--- src/sv/modbus_rtu_request_framer_assert.svh ---
// assertion macros for the modbus rtu request framer
`ifndef MODBUS_RTU_REQUEST_FRAMER_ASSERT_SVH
`define MODBUS_RTU_REQUEST_FRAMER_ASSERT_SVH

// condition holds in the same cycle
`define MBRF_ASSERT_NOW(lbl, cond, msg) \
  lbl: assert property (@(posedge clk) disable iff (!rst_n) (cond)) else $error(msg);

// trigger implies a condition in the next cycle
`define MBRF_ASSERT_NEXT(lbl, trig, cond, msg) \
  lbl: assert property (@(posedge clk) disable iff (!rst_n) (trig) |=> (cond)) else $error(msg);

`endif

--- src/sv/mbrf_pkg.sv ---
package mbrf_pkg;

  typedef enum logic [1:0] {
    KIND_READ   = 2'd0,
    KIND_SINGLE = 2'd1,
    KIND_DOUBLE = 2'd2,
    KIND_BAD    = 2'd3
  } kind_t;

  localparam logic [7:0] FC_READ   = 8'h03;
  localparam logic [7:0] FC_SINGLE = 8'h06;
  localparam logic [7:0] FC_DOUBLE = 8'h10;

  localparam logic [7:0] QTY_HI    = 8'h00;
  localparam logic [7:0] QTY_LO    = 8'h02;
  localparam logic [7:0] BYTE_CNT  = 8'h04;

  localparam logic [15:0] CRC_INIT = 16'hFFFF;
  localparam logic [15:0] CRC_POLY = 16'hA001;

  // position of the crc low byte in short and long frames
  localparam logic [3:0] POS_CRC_SHORT = 4'd6;
  localparam logic [3:0] POS_CRC_LONG  = 4'd11;

  typedef enum logic {
    ST_IDLE,
    ST_SEND
  } frm_state_t;

  typedef struct packed {
    logic load;
    logic emit;
  } frm_cmd_t;

  typedef struct packed {
    logic slot_free;
    logic last_pos;
  } frm_status_t;

  // one byte through the reflected crc-16/modbus shift
  function automatic logic [15:0] crc_feed(input logic [15:0] crc, input logic [7:0] b);
    logic [15:0] c;
    c = crc ^ {8'h00, b};
    for (int k = 0; k < 8; k++) begin
      if (c[0]) begin
        c = (c >> 1) ^ CRC_POLY;
      end else begin
        c = c >> 1;
      end
    end
    return c;
  endfunction

endpackage

--- src/sv/mbrf_req_if.sv ---
interface mbrf_req_if;
  logic        valid;
  logic        ready;
  logic [1:0]  kind;
  logic [7:0]  slave_address;
  logic [7:0]  param_group;
  logic [7:0]  param_offset;
  logic [15:0] reg_count;
  logic [31:0] write_value;

  modport source (
    output valid, kind, slave_address, param_group, param_offset, reg_count, write_value,
    input  ready
  );
  modport sink (
    input  valid, kind, slave_address, param_group, param_offset, reg_count, write_value,
    output ready
  );
endinterface

--- src/sv/mbrf_frame_if.sv ---
interface mbrf_frame_if;
  logic       valid;
  logic       ready;
  logic [7:0] frame_byte;
  logic       last_byte;

  modport source (output valid, frame_byte, last_byte, input ready);
  modport sink (input valid, frame_byte, last_byte, output ready);
endinterface

--- src/sv/mbrf_datapath.sv ---
module mbrf_datapath (
  input  logic                  clk,
  input  logic                  rst_n,
  input  mbrf_pkg::frm_cmd_t    cmd,
  output mbrf_pkg::frm_status_t status,
  input  logic [1:0]            in_kind,
  input  logic [7:0]            in_slave_address,
  input  logic [7:0]            in_param_group,
  input  logic [7:0]            in_param_offset,
  input  logic [15:0]           in_reg_count,
  input  logic [31:0]           in_write_value,
  output logic                  out_valid,
  input  logic                  out_ready,
  output logic [7:0]            out_frame_byte,
  output logic                  out_last_byte
);

  logic [1:0]  kind_r;
  logic [7:0]  slave_r, group_r, offset_r;
  logic [31:0] payload_r, payload_nxt;
  logic [3:0]  pos_r;
  logic [15:0] crc_r;
  logic        ovalid_r;
  logic [7:0]  obyte_r;
  logic        olast_r;

  logic [3:0]  crc_pos;
  logic [7:0]  cur_byte;
  logic        cur_last;
  logic        cur_data;

  always_comb begin
    unique case (mbrf_pkg::kind_t'(in_kind))
      mbrf_pkg::KIND_READ:   payload_nxt = {16'h0000, in_reg_count};
      mbrf_pkg::KIND_SINGLE: payload_nxt = {16'h0000, in_write_value[15:0]};
      default:               payload_nxt = in_write_value;
    endcase
  end

  assign crc_pos = (kind_r == mbrf_pkg::KIND_DOUBLE) ? mbrf_pkg::POS_CRC_LONG
                                                     : mbrf_pkg::POS_CRC_SHORT;
  assign cur_data = pos_r < crc_pos;
  assign cur_last = pos_r == (crc_pos + 4'd1);

  always_comb begin
    cur_byte = 8'h00;
    if (pos_r == crc_pos) begin
      cur_byte = crc_r[7:0];
    end else if (cur_last) begin
      cur_byte = crc_r[15:8];
    end else begin
      unique case (pos_r)
        4'd0: cur_byte = slave_r;
        4'd1: begin
          unique case (mbrf_pkg::kind_t'(kind_r))
            mbrf_pkg::KIND_READ:   cur_byte = mbrf_pkg::FC_READ;
            mbrf_pkg::KIND_SINGLE: cur_byte = mbrf_pkg::FC_SINGLE;
            default:               cur_byte = mbrf_pkg::FC_DOUBLE;
          endcase
        end
        4'd2: cur_byte = group_r;
        4'd3: cur_byte = offset_r;
        4'd4: cur_byte = (kind_r == mbrf_pkg::KIND_DOUBLE) ? mbrf_pkg::QTY_HI : payload_r[15:8];
        4'd5: cur_byte = (kind_r == mbrf_pkg::KIND_DOUBLE) ? mbrf_pkg::QTY_LO : payload_r[7:0];
        4'd6: cur_byte = mbrf_pkg::BYTE_CNT;
        4'd7: cur_byte = payload_r[15:8];
        4'd8: cur_byte = payload_r[7:0];
        4'd9: cur_byte = payload_r[23:16];
        4'd10: cur_byte = payload_r[31:24];
        default: cur_byte = 8'h00;
      endcase
    end
  end

  always_ff @(posedge clk) begin
    if (cmd.load) begin
      kind_r    <= in_kind;
      slave_r   <= in_slave_address;
      group_r   <= in_param_group;
      offset_r  <= in_param_offset;
      payload_r <= payload_nxt;
    end
    if (cmd.emit) begin
      obyte_r <= cur_byte;
      olast_r <= cur_last;
    end
  end

  always_ff @(posedge clk) begin
    if (!rst_n) begin
      pos_r    <= 4'd0;
      crc_r    <= mbrf_pkg::CRC_INIT;
      ovalid_r <= 1'b0;
    end else begin
      if (cmd.load) begin
        pos_r <= 4'd0;
        crc_r <= mbrf_pkg::CRC_INIT;
      end else if (cmd.emit) begin
        pos_r <= pos_r + 4'd1;
        if (cur_data) begin
          crc_r <= mbrf_pkg::crc_feed(crc_r, cur_byte);
        end
      end
      if (cmd.emit) begin
        ovalid_r <= 1'b1;
      end else if (out_ready) begin
        ovalid_r <= 1'b0;
      end
    end
  end

  assign status.slot_free = !ovalid_r || out_ready;
  assign status.last_pos  = cur_last;

  assign out_valid      = ovalid_r;
  assign out_frame_byte = obyte_r;
  assign out_last_byte  = olast_r;

endmodule

--- src/sv/mbrf_ctrl.sv ---
module mbrf_ctrl (
  input  logic                  clk,
  input  logic                  rst_n,
  input  logic                  in_valid,
  input  logic [1:0]            in_kind,
  output logic                  in_ready,
  input  mbrf_pkg::frm_status_t status,
  output mbrf_pkg::frm_cmd_t    cmd
);

  mbrf_pkg::frm_state_t state_r, state_nxt;
  logic start;

  assign start = in_valid && (in_kind != mbrf_pkg::KIND_BAD);

  always_comb begin
    state_nxt = state_r;
    unique case (state_r)
      mbrf_pkg::ST_IDLE: begin
        if (start) state_nxt = mbrf_pkg::ST_SEND;
      end
      mbrf_pkg::ST_SEND: begin
        if (status.slot_free && status.last_pos) state_nxt = mbrf_pkg::ST_IDLE;
      end
      default: state_nxt = mbrf_pkg::ST_IDLE;
    endcase
  end

  always_comb begin
    in_ready = 1'b0;
    cmd      = '0;
    unique case (state_r)
      mbrf_pkg::ST_IDLE: begin
        in_ready = 1'b1;
        cmd.load = start;
      end
      mbrf_pkg::ST_SEND: begin
        cmd.emit = status.slot_free;
      end
      default: ;
    endcase
  end

  always_ff @(posedge clk) begin
    if (!rst_n) begin
      state_r <= mbrf_pkg::ST_IDLE;
    end else begin
      state_r <= state_nxt;
    end
  end

endmodule

--- src/sv/modbus_rtu_request_framer.sv ---
// modbus rtu request framer: each accepted request beat becomes one rtu frame, sent one
// byte per output beat, crc-16/modbus low byte then high byte at the end, last_byte set on
// the crc high byte. read and single write give 8 bytes, double write gives 13. a request
// is accepted in the idle state and its bytes then go out one by one while the sink keeps
// up; the byte sequencer emits at most one byte per cycle into the output register and a
// new request is taken only once the frame's last byte has entered that register. a
// request with kind 3 is accepted and dropped, with no output.
`include "modbus_rtu_request_framer_assert.svh"

module modbus_rtu_request_framer (
  input logic         clk,
  input logic         rst_n,
  mbrf_req_if.sink    in_ch,
  mbrf_frame_if.source out_ch
);

  // command and status between sequencer and datapath
  mbrf_pkg::frm_cmd_t    cmd;
  mbrf_pkg::frm_status_t status;

  // sequencer: idle waits for a request, send walks the frame bytes
  mbrf_ctrl u_ctrl (
    .clk      (clk),
    .rst_n    (rst_n),
    .in_valid (in_ch.valid),
    .in_kind  (in_ch.kind),
    .in_ready (in_ch.ready),
    .status   (status),
    .cmd      (cmd)
  );

  // datapath: held request, byte position, running crc, output register
  mbrf_datapath u_dp (
    .clk              (clk),
    .rst_n            (rst_n),
    .cmd              (cmd),
    .status           (status),
    .in_kind          (in_ch.kind),
    .in_slave_address (in_ch.slave_address),
    .in_param_group   (in_ch.param_group),
    .in_param_offset  (in_ch.param_offset),
    .in_reg_count     (in_ch.reg_count),
    .in_write_value   (in_ch.write_value),
    .out_valid        (out_ch.valid),
    .out_ready        (out_ch.ready),
    .out_frame_byte   (out_ch.frame_byte),
    .out_last_byte    (out_ch.last_byte)
  );

  // a started frame blocks new requests until its last byte is emitted
  `MBRF_ASSERT_NEXT(a_busy_after_load, cmd.load, !in_ch.ready, "request taken mid frame")
  // loading and emitting are separate phases
  `MBRF_ASSERT_NOW(a_load_emit_excl, !(cmd.load && cmd.emit), "load and emit together")
  // a byte is emitted only into a free output slot
  `MBRF_ASSERT_NOW(a_emit_slot, !cmd.emit || !out_ch.valid || out_ch.ready,
                   "emit overwrites a pending beat")
  // every emit shows a valid beat next cycle
  `MBRF_ASSERT_NEXT(a_emit_valid, cmd.emit, out_ch.valid, "emitted byte not presented")

endmodule

--- src/flat_wrapper.sv ---
// flat-port wrapper written by rule: the top's interface ports become plain ports
module modbus_rtu_request_framer_flat 
  (clk, rst_n, in_ch_valid, in_ch_kind, in_ch_slave_address, in_ch_param_group, in_ch_param_offset, in_ch_reg_count, in_ch_write_value, in_ch_ready, out_ch_valid, out_ch_frame_byte, out_ch_last_byte, out_ch_ready);
  mbrf_req_if in_ch_i ();
  mbrf_frame_if out_ch_i ();
  input logic clk;
  input logic rst_n;
  input wire logic [$bits(in_ch_i.valid)-1:0] in_ch_valid;
  input wire logic [$bits(in_ch_i.kind)-1:0] in_ch_kind;
  input wire logic [$bits(in_ch_i.slave_address)-1:0] in_ch_slave_address;
  input wire logic [$bits(in_ch_i.param_group)-1:0] in_ch_param_group;
  input wire logic [$bits(in_ch_i.param_offset)-1:0] in_ch_param_offset;
  input wire logic [$bits(in_ch_i.reg_count)-1:0] in_ch_reg_count;
  input wire logic [$bits(in_ch_i.write_value)-1:0] in_ch_write_value;
  output wire logic [$bits(in_ch_i.ready)-1:0] in_ch_ready;
  output wire logic [$bits(out_ch_i.valid)-1:0] out_ch_valid;
  output wire logic [$bits(out_ch_i.frame_byte)-1:0] out_ch_frame_byte;
  output wire logic [$bits(out_ch_i.last_byte)-1:0] out_ch_last_byte;
  input wire logic [$bits(out_ch_i.ready)-1:0] out_ch_ready;
  assign in_ch_i.valid = in_ch_valid;
  assign in_ch_i.kind = in_ch_kind;
  assign in_ch_i.slave_address = in_ch_slave_address;
  assign in_ch_i.param_group = in_ch_param_group;
  assign in_ch_i.param_offset = in_ch_param_offset;
  assign in_ch_i.reg_count = in_ch_reg_count;
  assign in_ch_i.write_value = in_ch_write_value;
  assign in_ch_ready = in_ch_i.ready;
  assign out_ch_valid = out_ch_i.valid;
  assign out_ch_frame_byte = out_ch_i.frame_byte;
  assign out_ch_last_byte = out_ch_i.last_byte;
  assign out_ch_i.ready = out_ch_ready;
  modbus_rtu_request_framer u_core (.clk(clk), .rst_n(rst_n), .in_ch(in_ch_i), .out_ch(out_ch_i));
endmodule
--- config.mk ---
export PLATFORM = sky130hd
export DESIGN_NAME = modbus_rtu_request_framer_flat
export DESIGN_NICKNAME = d
export VERILOG_FILES = /design/src/sv/mbrf_pkg.sv /design/src/sv/mbrf_req_if.sv /design/src/sv/mbrf_frame_if.sv /design/src/sv/mbrf_datapath.sv /design/src/sv/mbrf_ctrl.sv /design/src/sv/modbus_rtu_request_framer.sv /design/src/flat_wrapper.sv
export VERILOG_INCLUDE_DIRS = /design/src /design/src/sv
export SDC_FILE = /design/constraint.sdc
export NUM_CORES = 1
export LEC_CHECK = 0
export BUFFER_PORTS_ARGS = -buffer_cell sky130_fd_sc_hd__buf_2
export CORE_MARGIN = 1.5
export CORE_UTILIZATION = 45
export CTS_CLUSTER_SIZE = 8
export DETAILED_ROUTE_END_ITERATION = 8
export HOLD_SLACK_MARGIN = 0.1
export PLACE_DENSITY_LB_ADDON = 0.2
export SYNTH_ARGS = -nofsm -noshare
export SYNTH_HDL_FRONTEND = slang
export SYNTH_HIERARCHICAL = 1
export SYNTH_SLANG_ARGS = --single-unit
export TNS_END_PERCENT = 5
--- constraint.sdc ---
create_clock -name clk -period 4.7 [get_ports clk]
set_input_delay 0.94 -clock clk [delete_from_list [all_inputs] [get_ports clk]]
set_output_delay 0.94 -clock clk [all_outputs]
set_load 0.01 [all_outputs]
==> results of run 1 <==
## state kept, by name, indices dropped and copies added, names as in the netlist
name / count
u_core/u_dp/payload_r: 32
u_core/u_dp/out_last_byte: 1
u_core/u_dp/kind_r: 2
u_core/u_dp/out_valid: 1
u_core/u_ctrl/state_r: 1
u_core/u_dp/pos_r: 4
u_core/u_dp/group_r: 8
u_core/u_dp/slave_r: 8
u_core/u_dp/crc_r: 16
u_core/u_dp/out_frame_byte: 8
u_core/u_dp/offset_r: 8
## power breakdown
part           total (uW)  switching [uW]  internal (uW)  leakage [uW]
Clock                 459             268            191     0.0000777
Sequential            940            31.0            909      0.000817
Combinational         362             188            174       0.00108
## worst max-delay path: stages, from the launching register on
cell	delay (ps)
sky130_fd_sc_hd__dfxtp_1	570
sky130_fd_sc_hd__inv_1	150
sky130_fd_sc_hd__ha_1	480
sky130_fd_sc_hd__a22oi_1	320
sky130_fd_sc_hd__a21o_1	150
sky130_fd_sc_hd__a31oi_1	50
sky130_fd_sc_hd__a221o_1	350
sky130_fd_sc_hd__a22oi_2	230
sky130_fd_sc_hd__xnor2_2	180
sky130_fd_sc_hd__xnor3_1	460
sky130_fd_sc_hd__xnor2_1	160
sky130_fd_sc_hd__or3_1	360
sky130_fd_sc_hd__a21oi_1	160
sky130_fd_sc_hd__o21ai_1	90
## stage by stage
step	setup slack, ps	power (uW)	hold slack (ps)
2_1_floorplan	1504	1219	462.6
3_3_place_gp	1021	1314	483.4
3_5_place_dp	882.1	1320	489.8
4_1_cts	862.2	1777	504.8
5_1_grt	632.8	1853	522.9
6_report	826.2	1761	498.2
## cells by family after synthesis
logic type / Yosys count
AND/OR/NAND/NOR: 103
flip-flops: 89
AO/OA/AOI/OAI: 88
buffers and inverters: 29
XOR/XNOR: 25
multiplexers: 21
adder cells (fa/ha/maj): 8
## cell usage in the layout, fill, tap and decap left out, drive strengths merged, types with 3 or more instances in the layout
cell / netlist / routed
clkinvlp: 0 / 3
o21ai: 10 / 10
a221o: 3 / 3
dfxtp: 22 / 22
nand3: 10 / 10
clkinv: 1 / 3
xnor2: 18 / 18
inv: 7 / 8
edfxtp: 67 / 67
clkbuf: 11 / 9
a31oi: 6 / 6
a21oi: 25 / 25
a22oi: 13 / 13
nand2: 28 / 28
a21o: 3 / 3
buf: 10 / 91
nand2b: 5 / 5
nor3b: 3 / 3
and2: 19 / 19
nor2: 22 / 22
xor2: 6 / 6
o211ai: 3 / 3
o221ai: 3 / 3
mux2: 19 / 19
a222oi: 7 / 7
ha: 8 / 8
## area by class of cell
class / count / area (um2) / area share (%)
Inverter: 8 / 35.03 / 0.6881
Timing Repair Buffer: 91 / 462.9 / 9.093
Sequential cell: 89 / 2452 / 48.17
Multi-Input combinational cell: 245 / 1810 / 35.56
Clock inverter: 6 / 45.04 / 0.8847
Tap cell: 129 / 161.4 / 3.170
Clock buffer: 9 / 123.9 / 2.433
## path summary, 6_finish.rpt
kind / endpoint / slack [ps] / cells past startpoint
setup / recovery: u_core/u_dp/crc_r[0]$_SDFFE_PP1P_ / 830 / 13
hold / removal: u_core/u_dp/crc_r[2]$_SDFFE_PP1P_ / 500 / 2
setup reg to reg: u_core/u_dp/crc_r[0]$_SDFFE_PP1P_ / 830 / 13
hold reg to reg: u_core/u_dp/crc_r[2]$_SDFFE_PP1P_ / 500 / 2
## Yosys cell counts, drive strengths merged (2+ instances only)
library cell / n / area (um2)
edfxtp: 67 / 2012
nand2: 28 / 105.1
a21oi: 25 / 128.9
dfxtp: 22 / 440.4
nor2: 22 / 82.58
and2: 19 / 120.1
mux2: 19 / 214.0
xnor2: 18 / 206.5
a22oi: 13 / 122.6
clkbuf: 11 / 41.29
buf: 10 / 57.55
nand3: 10 / 50.05
o21ai: 10 / 50.05
ha: 8 / 100.1
a222oi: 7 / 70.07
inv: 7 / 26.27
a31oi: 6 / 37.54
xor2: 6 / 52.55
nand2b: 5 / 31.28
a21o: 3 / 22.52
a221o: 3 / 30.03
nor3b: 3 / 22.52
o211ai: 3 / 22.52
o221ai: 3 / 26.28
a211oi: 2 / 15.01
and3: 2 / 17.52
and3b: 2 / 17.52
mux2i: 2 / 20.02
nand4: 2 / 12.51
nor2b: 2 / 12.51
nor3: 2 / 21.27
## routing by layer
layer	vias to the layer above	track usage [%]	wire length (um)
li1	1518	-	-
met1	1441	24.78	4129
met2	130	31.64	4452
met3	15	3.078	632
met4	0	8.957	196
met5	-	0	0
==> results.toml, run 1 <==
[place]
numPortBuffers = 88
placed_cell_area_mm2 = 0.004922
post-dp-hpwl_mm = 6.818
dp_cells = 562
routability_congestion_estimate_from_global_placement = 0.8848

[drt]
detailedRoute.firstIterationViolations = 179
detail_route.first_pass.iterations = 5
final_routed_wirelength_across_all_metal_layers_mm = 9.412
routed_vias_inst = 5.380
ant_nets = 0
drc_viols = 0
avgRoutedWirePerCell_um = 16.31
via_count = 3104

[global_routing]
number_of_global_route_vias_before_repair = 3016
grt_first_pass_wirelength_mm = 14.90
globalRoute.totalOverflow = 0
globalRouteTotalUtil_pct = 19.13
initial_antenna_violation_count = 0
grt_start_max_net_pins = 62

[sta]
finalMaxSlewViolations = 0
skew_ps = 8.106
rsz0062_at_grt = "false"
min_period_ps = 3874
tightestPinTransition_ps = 904.9
ratio_of_final_minimum_period_to_clock_period_pct = 82.42
finalHoldViolCount = 0
timing.fmax_mhz = 258.1
setup_tns_ps = 0
max-slew-margin-rel_pct = 39.59
report.final.setup_viol = 0

[worst_setup_path]
worstSetupPathType = "flop to flop"
r2r-start = "u_core/u_dp/pos_r[1]$_SDFFE_PP0P_"
critPathArrivalTime_ps = 4070
setup.worst_path.end_class = "flop"
startpoint = "u_core/u_dp/pos_r[1]$_SDFFE_PP0P_"
crit_path_start_kind = "flop"
max_fanout_on_critical_path = 22
required_ps = 4900

[final_layout]
finalCoreUtilization_pct = 54.33
fillerInstances = 847
antenna-diode-count = 0
final_nets = 530
synthToLayoutAreaGrowth_pct = 15.79
layout-drive-gt1-share_pct = 32.14
design_area_mm2 = 0.005091
finish.cell_count_without_fillers = 577

[synthesis]
ys_types = 65
ys_async_sr_fraction_pct = 0
yosys_register_bits = 89
synth_fa_ha_area_share_pct = 2.277
yosys_warnings = 6
mappedNetlistArea_mm2 = 0.004397
dominant_combinational_cell_family_by_area_after_synthesis = "compound AO/OA/AOI/OAI gates"
avgSynthCellArea_um2 = 12.11
instance_count_of_the_mapped_netlist = 363
synth_nets = 449
ys.flop_type = "sky130_fd_sc_hd__edfxtp_1"
synth.area.mux_share_pct = 5.322
simple_gate_portion_of_the_synthesized_area_pct = 12.27
count_of_flip_flops_with_a_built_in_enable_after_synthesis = 67
synth-compound-area-share_pct = 14.91
yosys.area_share.xor_xnor_pct = 6.403
yosysSeqAreaShare_pct = 55.78

[run_status]
status = "finished, final reports clean"

[power]
total_leakage_power_uw = 0.001973
power.density_cell_area_mw_per_mm2 = 345.8
vdd_ir_drop_max_v = 0.0001600

[cts]
insertion_delay_ps = 360
cts_buffers = 9
clock_sinks = 89
clk_transition_reported_paths_ps = 80
post_cts.repair.setup_buffers = 0
cts_tree = "done"
clock_path_buffers = 2
root_buffer = "sky130_fd_sc_hd__clkbuf_8"
cts_hold_buffers = 0
cts.htree.levels = 3
cts_repair_resize_count = 0

[hold_path]
hold_class = "flop to flop"
worstHoldStart = "u_core/u_dp/crc_r[2]$_SDFFE_PP1P_"

[floorplanning]
effective_utilization_at_floorplan_pct = 46.92
core_area_mm2 = 0.009371
die_width_um = 101.8
dieArea_mm2 = 0.01037
y_dimension_of_the_die_um = 101.8
design.portCount = 89
placementRows = 35

[run]
cap_violations = 0
No activity file was read; power rests on OpenSTA's default activity.
==> run 2: changes to the inputs <==
- clock period: 4.7 -> 3.2 ns (I/O delays scaled with it)
==> results.toml, run 2 (synthesized netlist as in run 1, its figures left out) <==
[run_status]
status = "finished, final reports clean"

[power]
total_leakage_power_uw = 0.002267
vdd_ir_drop_max_v = 0.0002610
finalPower_uw = 2802
power.density_cell_area_mw_per_mm2 = 499.6

[final_layout]
antenna-diode-count = 0
mostFrequentLayoutCells = "88 x sky130_fd_sc_hd__buf_2, 67 x sky130_fd_sc_hd__edfxtp_1, 48 x sky130_fd_sc_hd__buf_4"
number_of_flip_flops_in_the_largest_register = 32
regMostFlops = "u_core/u_dp/payload_r"
final-seq-area_mm2 = 0.002452
multi_input_comb_area_mm2 = 0.001936
commonest_non_fill_non_tap_cell_in_the_layout = "sky130_fd_sc_hd__buf_2"
synthToLayoutAreaGrowth_pct = 27.55
fillerInstances = 816
largestRegisters = "u_core/u_dp/payload_r: 32 flops, u_core/u_dp/crc_r: 16 flops"
finish.cell_count_without_fillers = 624
final_nets = 576
layout-drive-gt1-share_pct = 41.82
finalCoreUtilization_pct = 59.84

[floorplanning]
core_area_mm2 = 0.009371
effective_utilization_at_floorplan_pct = 46.92
y_dimension_of_the_die_um = 101.8
design.portCount = 89
die_width_um = 101.8
placementRows = 35
dieArea_mm2 = 0.01037

[worst_setup_path]
critPathArrivalTime_ps = 3340
setup.worst_path.end_class = "flop"
required_ps = 3420
max_fanout_on_critical_path = 7
setup.reg_to_reg.worst_slack_ps = 80
worstSetupPathType = "flop to flop"
crit_path_start_kind = "flop"

[hold_path]
hold_class = "input pin to flop"

[global_routing]
initial_antenna_violation_count = 0
globalRouteTotalUtil_pct = 20.25
groute.layer.met3.usage_pct = 4.446
grt_start_max_net_pins = 34
globalRoute.totalOverflow = 0
grt.met2_usage_pct = 33.49
number_of_global_route_vias_before_repair = 3335
grt.busiest_layer = "met2"
grt_use_met1_pct = 26.82
grt_first_pass_wirelength_mm = 16.11

[place]
dp_cells = 602
numPortBuffers = 88
post-dp-hpwl_mm = 7.451
routability_congestion_estimate_from_global_placement = 0.8596

[drt]
drc_viols = 0
ant_nets = 0
avgRoutedWirePerCell_um = 16.13
detailedRoute.firstIterationViolations = 169
detail_route.first_pass.iterations = 4
final_routed_wirelength_across_all_metal_layers_mm = 10.07
routed_vias_inst = 5.264
via_count = 3285

[sta]
max-slew-margin-rel_pct = 59.61
min_period_ps = 3118
rsz0062_at_grt = "true"
final_hold_slack_ps = 453.9
tightestPinTransition_ps = 605.1
finalMaxSlewViolations = 0
finalHoldViolCount = 0
ratio_of_final_minimum_period_to_clock_period_pct = 97.43
skew_ps = 9.622
timing.fmax_mhz = 320.7
report.final.setup_viol = 0
setup_tns_ps = 0

[cts]
clock_path_buffers = 2
cts_buffers = 9
root_buffer = "sky130_fd_sc_hd__clkbuf_8"
clk_transition_reported_paths_ps = 90
clock_sinks = 89
insertion_delay_ps = 350
cts_tree = "done"
cts_hold_buffers = 0
cts.htree.levels = 3

[run]
cap_violations = 0
## run 2: layout make-up
| class | count | share of cell area (%) |
|---|---|---|
| inverter | 8 | 0.6247 |
| clock inverter | 6 | 1.339 |
| sequential | 89 | 43.73 |
| timing repair buffer | 137 | 14.64 |
| tap | 129 | 2.878 |
| clock buffer | 10 | 2.276 |
| multi-input combinational | 245 | 34.52 |
## run 2: metrics by stage
| stage | cell area [um2] | setup slack (ps) |
|---|---|---|
| 3_3_place_gp | 5223 | -82.47 |
| 3_5_place_dp | 5223 | -112.0 |
| 2_1_floorplan | 4397 | 3.759 |
| 5_1_grt | 5608 | -67.81 |
| 6_report | 5608 | 82.10 |
| 4_1_cts | 5477 | 10.18 |
## run 2: layer usage
metal	wire [um]	up-vias	part of all wire, %
li1	-	1611	-
met1	4607	1554	46
met2	4833	104	48
met3	440	16	4.4
met4	183	0	1.8
met5	0	-	0
## run 2: path summary, 6_finish.rpt
kind                                startpoint                                 to  cells after the start
min reg2reg  u_core/u_dp/crc_r[9]$_SDFFE_PP1P_  u_core/u_dp/crc_r[1]$_SDFFE_PP1P_                      2
min                       in_ch_param_group[7]   u_core/u_dp/group_r[7]$_DFFE_PP_                      1
max reg2reg  u_core/u_dp/pos_r[1]$_SDFFE_PP0P_  u_core/u_dp/crc_r[0]$_SDFFE_PP1P_                     14
max          u_core/u_dp/pos_r[1]$_SDFFE_PP0P_  u_core/u_dp/crc_r[0]$_SDFFE_PP1P_                     14
## run 2: worst max-delay path, cell delays in order (launching register included)
cell                       delay, ps
sky130_fd_sc_hd__dfxtp_1         330
sky130_fd_sc_hd__buf_4           150
sky130_fd_sc_hd__ha_4            180
sky130_fd_sc_hd__buf_4           160
sky130_fd_sc_hd__a211oi_1        220
sky130_fd_sc_hd__nor2_1          110
sky130_fd_sc_hd__o32a_4          270
sky130_fd_sc_hd__a22oi_2         230
sky130_fd_sc_hd__xnor2_2         140
sky130_fd_sc_hd__xnor2_2         220
sky130_fd_sc_hd__xnor3_1         250
sky130_fd_sc_hd__xnor2_1         150
sky130_fd_sc_hd__or3_1           350
sky130_fd_sc_hd__a21oi_1         150
sky130_fd_sc_hd__o21ai_1          70
## run 2: report_power, final
group / total, uW / switching [uW] / internal, uW / leakage (uW)
Clock: 784 / 412 / 372 / 0.0000990
Combinational: 638 / 303 / 335 / 0.00135
Sequential: 1380 / 45.5 / 1330 / 0.000817
## run 2: repair_timing
item                                    in CTS  in global routing
gates resized for setup                      9                 14
endpoints found under the hold margin        0                  0
endpoints found under the setup margin       3                  3
pin swaps                                    3                  8
buffers inserted                             1                  5
==> run 3: changes to the inputs <==
--- a/config.mk
+++ b/config.mk
@@ -8,6 +8,8 @@
 export LEC_CHECK = 0
 export BUFFER_PORTS_ARGS = -buffer_cell sky130_fd_sc_hd__buf_2
+export CELL_PAD_IN_SITES_DETAIL_PLACEMENT = 1
+export CELL_PAD_IN_SITES_GLOBAL_PLACEMENT = 2
 export CORE_MARGIN = 1.5
-export CORE_UTILIZATION = 45
+export CORE_UTILIZATION = 33
 export CTS_CLUSTER_SIZE = 8
 export DETAILED_ROUTE_END_ITERATION = 8
==> constraint.sdc (replaced) <==
create_clock -name clk -period 3.2 [get_ports clk]
set_input_delay 0.16 -clock clk [delete_from_list [all_inputs] [get_ports clk]]
set_output_delay 0.16 -clock clk [all_outputs]
set_load 0.01 [all_outputs]
==> results.toml, run 3 (synthesized netlist as in run 1, its figures left out) <==
[hold_path]
worstHoldStart = "in_ch_write_value[27]"
hold_class = "input pin to flop"
min_delay_path_depth = 2
worst_hold_path.endpoint = "u_core/u_dp/payload_r[27]$_DFFE_PP_"

[place]
numPortBuffers = 88
post-dp-hpwl_mm = 9.120
routability_congestion_estimate_from_global_placement = 0.8590

[global_routing]
grt_start_max_net_pins = 62
initial_antenna_violation_count = 0
number_of_global_route_vias_before_repair = 3713
globalRoute.totalOverflow = 0
grt_first_pass_wirelength_mm = 19.89
globalRouteTotalUtil_pct = 18.56

[final_layout]
antenna-diode-count = 0
commonest_non_fill_non_tap_cell_in_the_layout = "sky130_fd_sc_hd__buf_2"
finalCoreUtilization_pct = 47.14
mostFrequentLayoutCells = "88 x sky130_fd_sc_hd__buf_2, 67 x sky130_fd_sc_hd__edfxtp_1, 48 x sky130_fd_sc_hd__buf_4"
synthToLayoutAreaGrowth_pct = 37.51
largestRegisters = "u_core/u_dp/payload_r: 32 flops, u_core/u_dp/crc_r: 16 flops"
regMostFlops = "u_core/u_dp/payload_r"
layout-drive-gt1-share_pct = 37.29
number_of_flip_flops_in_the_largest_register = 32
final_nets = 612

[run_status]
status = "finished, final reports clean"

[sta]
max-slew-margin-rel_pct = 49.67
timing.fmax_mhz = 313.2
finalMaxSlewViolations = 0
ratio_of_final_minimum_period_to_clock_period_pct = 99.77
finalHoldViolCount = 0
final_hold_slack_ps = 101.2
rsz0062_at_grt = "true"
skew_ps = 5.957
tightestPinTransition_ps = 755.0
report.final.setup_viol = 0
min_period_ps = 3193

[drt]
via_count = 3466
detail_route.first_pass.iterations = 4
avgRoutedWirePerCell_um = 17.74
routed_vias_inst = 4.930
ant_nets = 0
drc_viols = 0
detailedRoute.firstIterationViolations = 184
final_routed_wirelength_across_all_metal_layers_mm = 12.47

[cts]
clock_path_buffers = 2
clock_sinks = 89
root_buffer = "sky130_fd_sc_hd__clkbuf_16"
cts_tree = "done"
cts_buffers = 9
insertion_delay_ps = 350
cts.htree.levels = 3
clk_transition_reported_paths_ps = 60

[power]
total_leakage_power_uw = 0.002426
vdd_ir_drop_max_v = 0.0002379
power.density_cell_area_mw_per_mm2 = 502.5

[run]
cap_violations = 0

[worst_setup_path]
worstSetupPathType = "flop to flop"
setup.worst_path.end_class = "flop"
r2r-start = "u_core/u_dp/pos_r[0]$_SDFFE_PP0P_"
cp_max_delay_cell = "sky130_fd_sc_hd__a222oi_1"
critPathArrivalTime_ps = 3420
crit_path_start_kind = "flop"
startpoint = "u_core/u_dp/pos_r[0]$_SDFFE_PP0P_"
cp_slowest_stage_delay_ps = 530
reg2reg_to = "u_core/u_dp/crc_r[14]$_SDFFE_PP1P_"
required_ps = 3430
worstPathCellList = "buf_4 -> ha_4 -> a222oi_1 -> mux2_4 -> o221ai_2 -> a22oi_2 -> xnor2_2 -> xnor2_2 -> xnor3_1 -> xnor2_1 -> or2_1 -> xnor2_1 -> a31oi_1"
setup.reg_to_reg.worst_slack_ps = 7
max_fanout_on_critical_path = 7
worstRegToRegCells = 13

[floorplanning]
design.portCount = 89
core_area_mm2 = 0.01282
placementRows = 41
die_width_um = 118.4
y_dimension_of_the_die_um = 118.4
effective_utilization_at_floorplan_pct = 34.28
dieArea_mm2 = 0.01402
-- run 3: stage by stage --
step,worst slack [ps],total power (uW),instances,area (um2),TNS (ps)
4_1_cts,-25.15,3045,701,6000,-25.15
3_3_place_gp,-68.36,2027,648,5311,-92.68
6_report,7.456,3038,703,6046,0
2_1_floorplan,3.759,1790,363,4397,0
3_5_place_dp,-228.7,2040,648,5311,-545.9
5_1_grt,-181.8,3180,703,6046,-455.2
-- run 3: area by class of cell --
type / instances / area (um2)
clock buffers: 12 / 236.5
clock inverters: 4 / 22.52
fillers: 1397 / 6779
inverters: 8 / 35.03
multi-input cells: 245 / 1893
flip-flops and latches: 89 / 2452
well taps: 172 / 215.2
repair buffers: 173 / 1191
-- run 3: power by group --
part	switching (uW)	internal (uW)	leakage (uW)
registers	48.5	1340	0.000817
logic	331	372	0.00148
clock network	426	523	0.000128
total	805	2230	0.00243
-- run 3: worst max-delay path by stage --
stage	to	depth (start not counted)	slack (ps)
global placement	u_core/u_dp/crc_r[0]$_SDFFE_PP1P_	13	-70
CTS	u_core/u_dp/crc_r[0]$_SDFFE_PP1P_	13	-30
finish	u_core/u_dp/crc_r[14]$_SDFFE_PP1P_	13	7
detailed placement	u_core/u_dp/crc_r[0]$_SDFFE_PP1P_	13	-230
floorplan	u_core/u_dp/crc_r[0]$_SDFFE_PP1P_	14	4
global route	u_core/u_dp/crc_r[14]$_SDFFE_PP1P_	13	-180
-- run 3: critical path: cells and delay by family (launching register included) --
kind | cells | cell delay (ps)
AOI/OAI and AO/OA | 4 | 990
xor gates and xnor gates | 5 | 890
adders and majority gates | 1 | 190
buffers and inverters | 1 | 160
DFF | 1 | 310
muxes | 1 | 270
and+or+nand+nor | 1 | 260
-- run 3: layer usage --
| layer | vias up | GRT usage, % | share of wire, % |
|---|---|---|---|
| met5 | - | 0 | 0 |
| met4 | 0 | 7.831 | 1.8 |
| met3 | 13 | 3.330 | 4.0 |
| met2 | 93 | 30.74 | 48 |
| met1 | 1678 | 23.89 | 46 |
| li1 | 1682 | - | - |
-- run 3: repair_timing --
item,in CTS,in global routing
gates resized for setup,11,3
buffers inserted,2,2
hold buffers,35,0
endpoints found under the setup margin,3,3
hold endpoints to repair,36,0
pin swaps,6,7
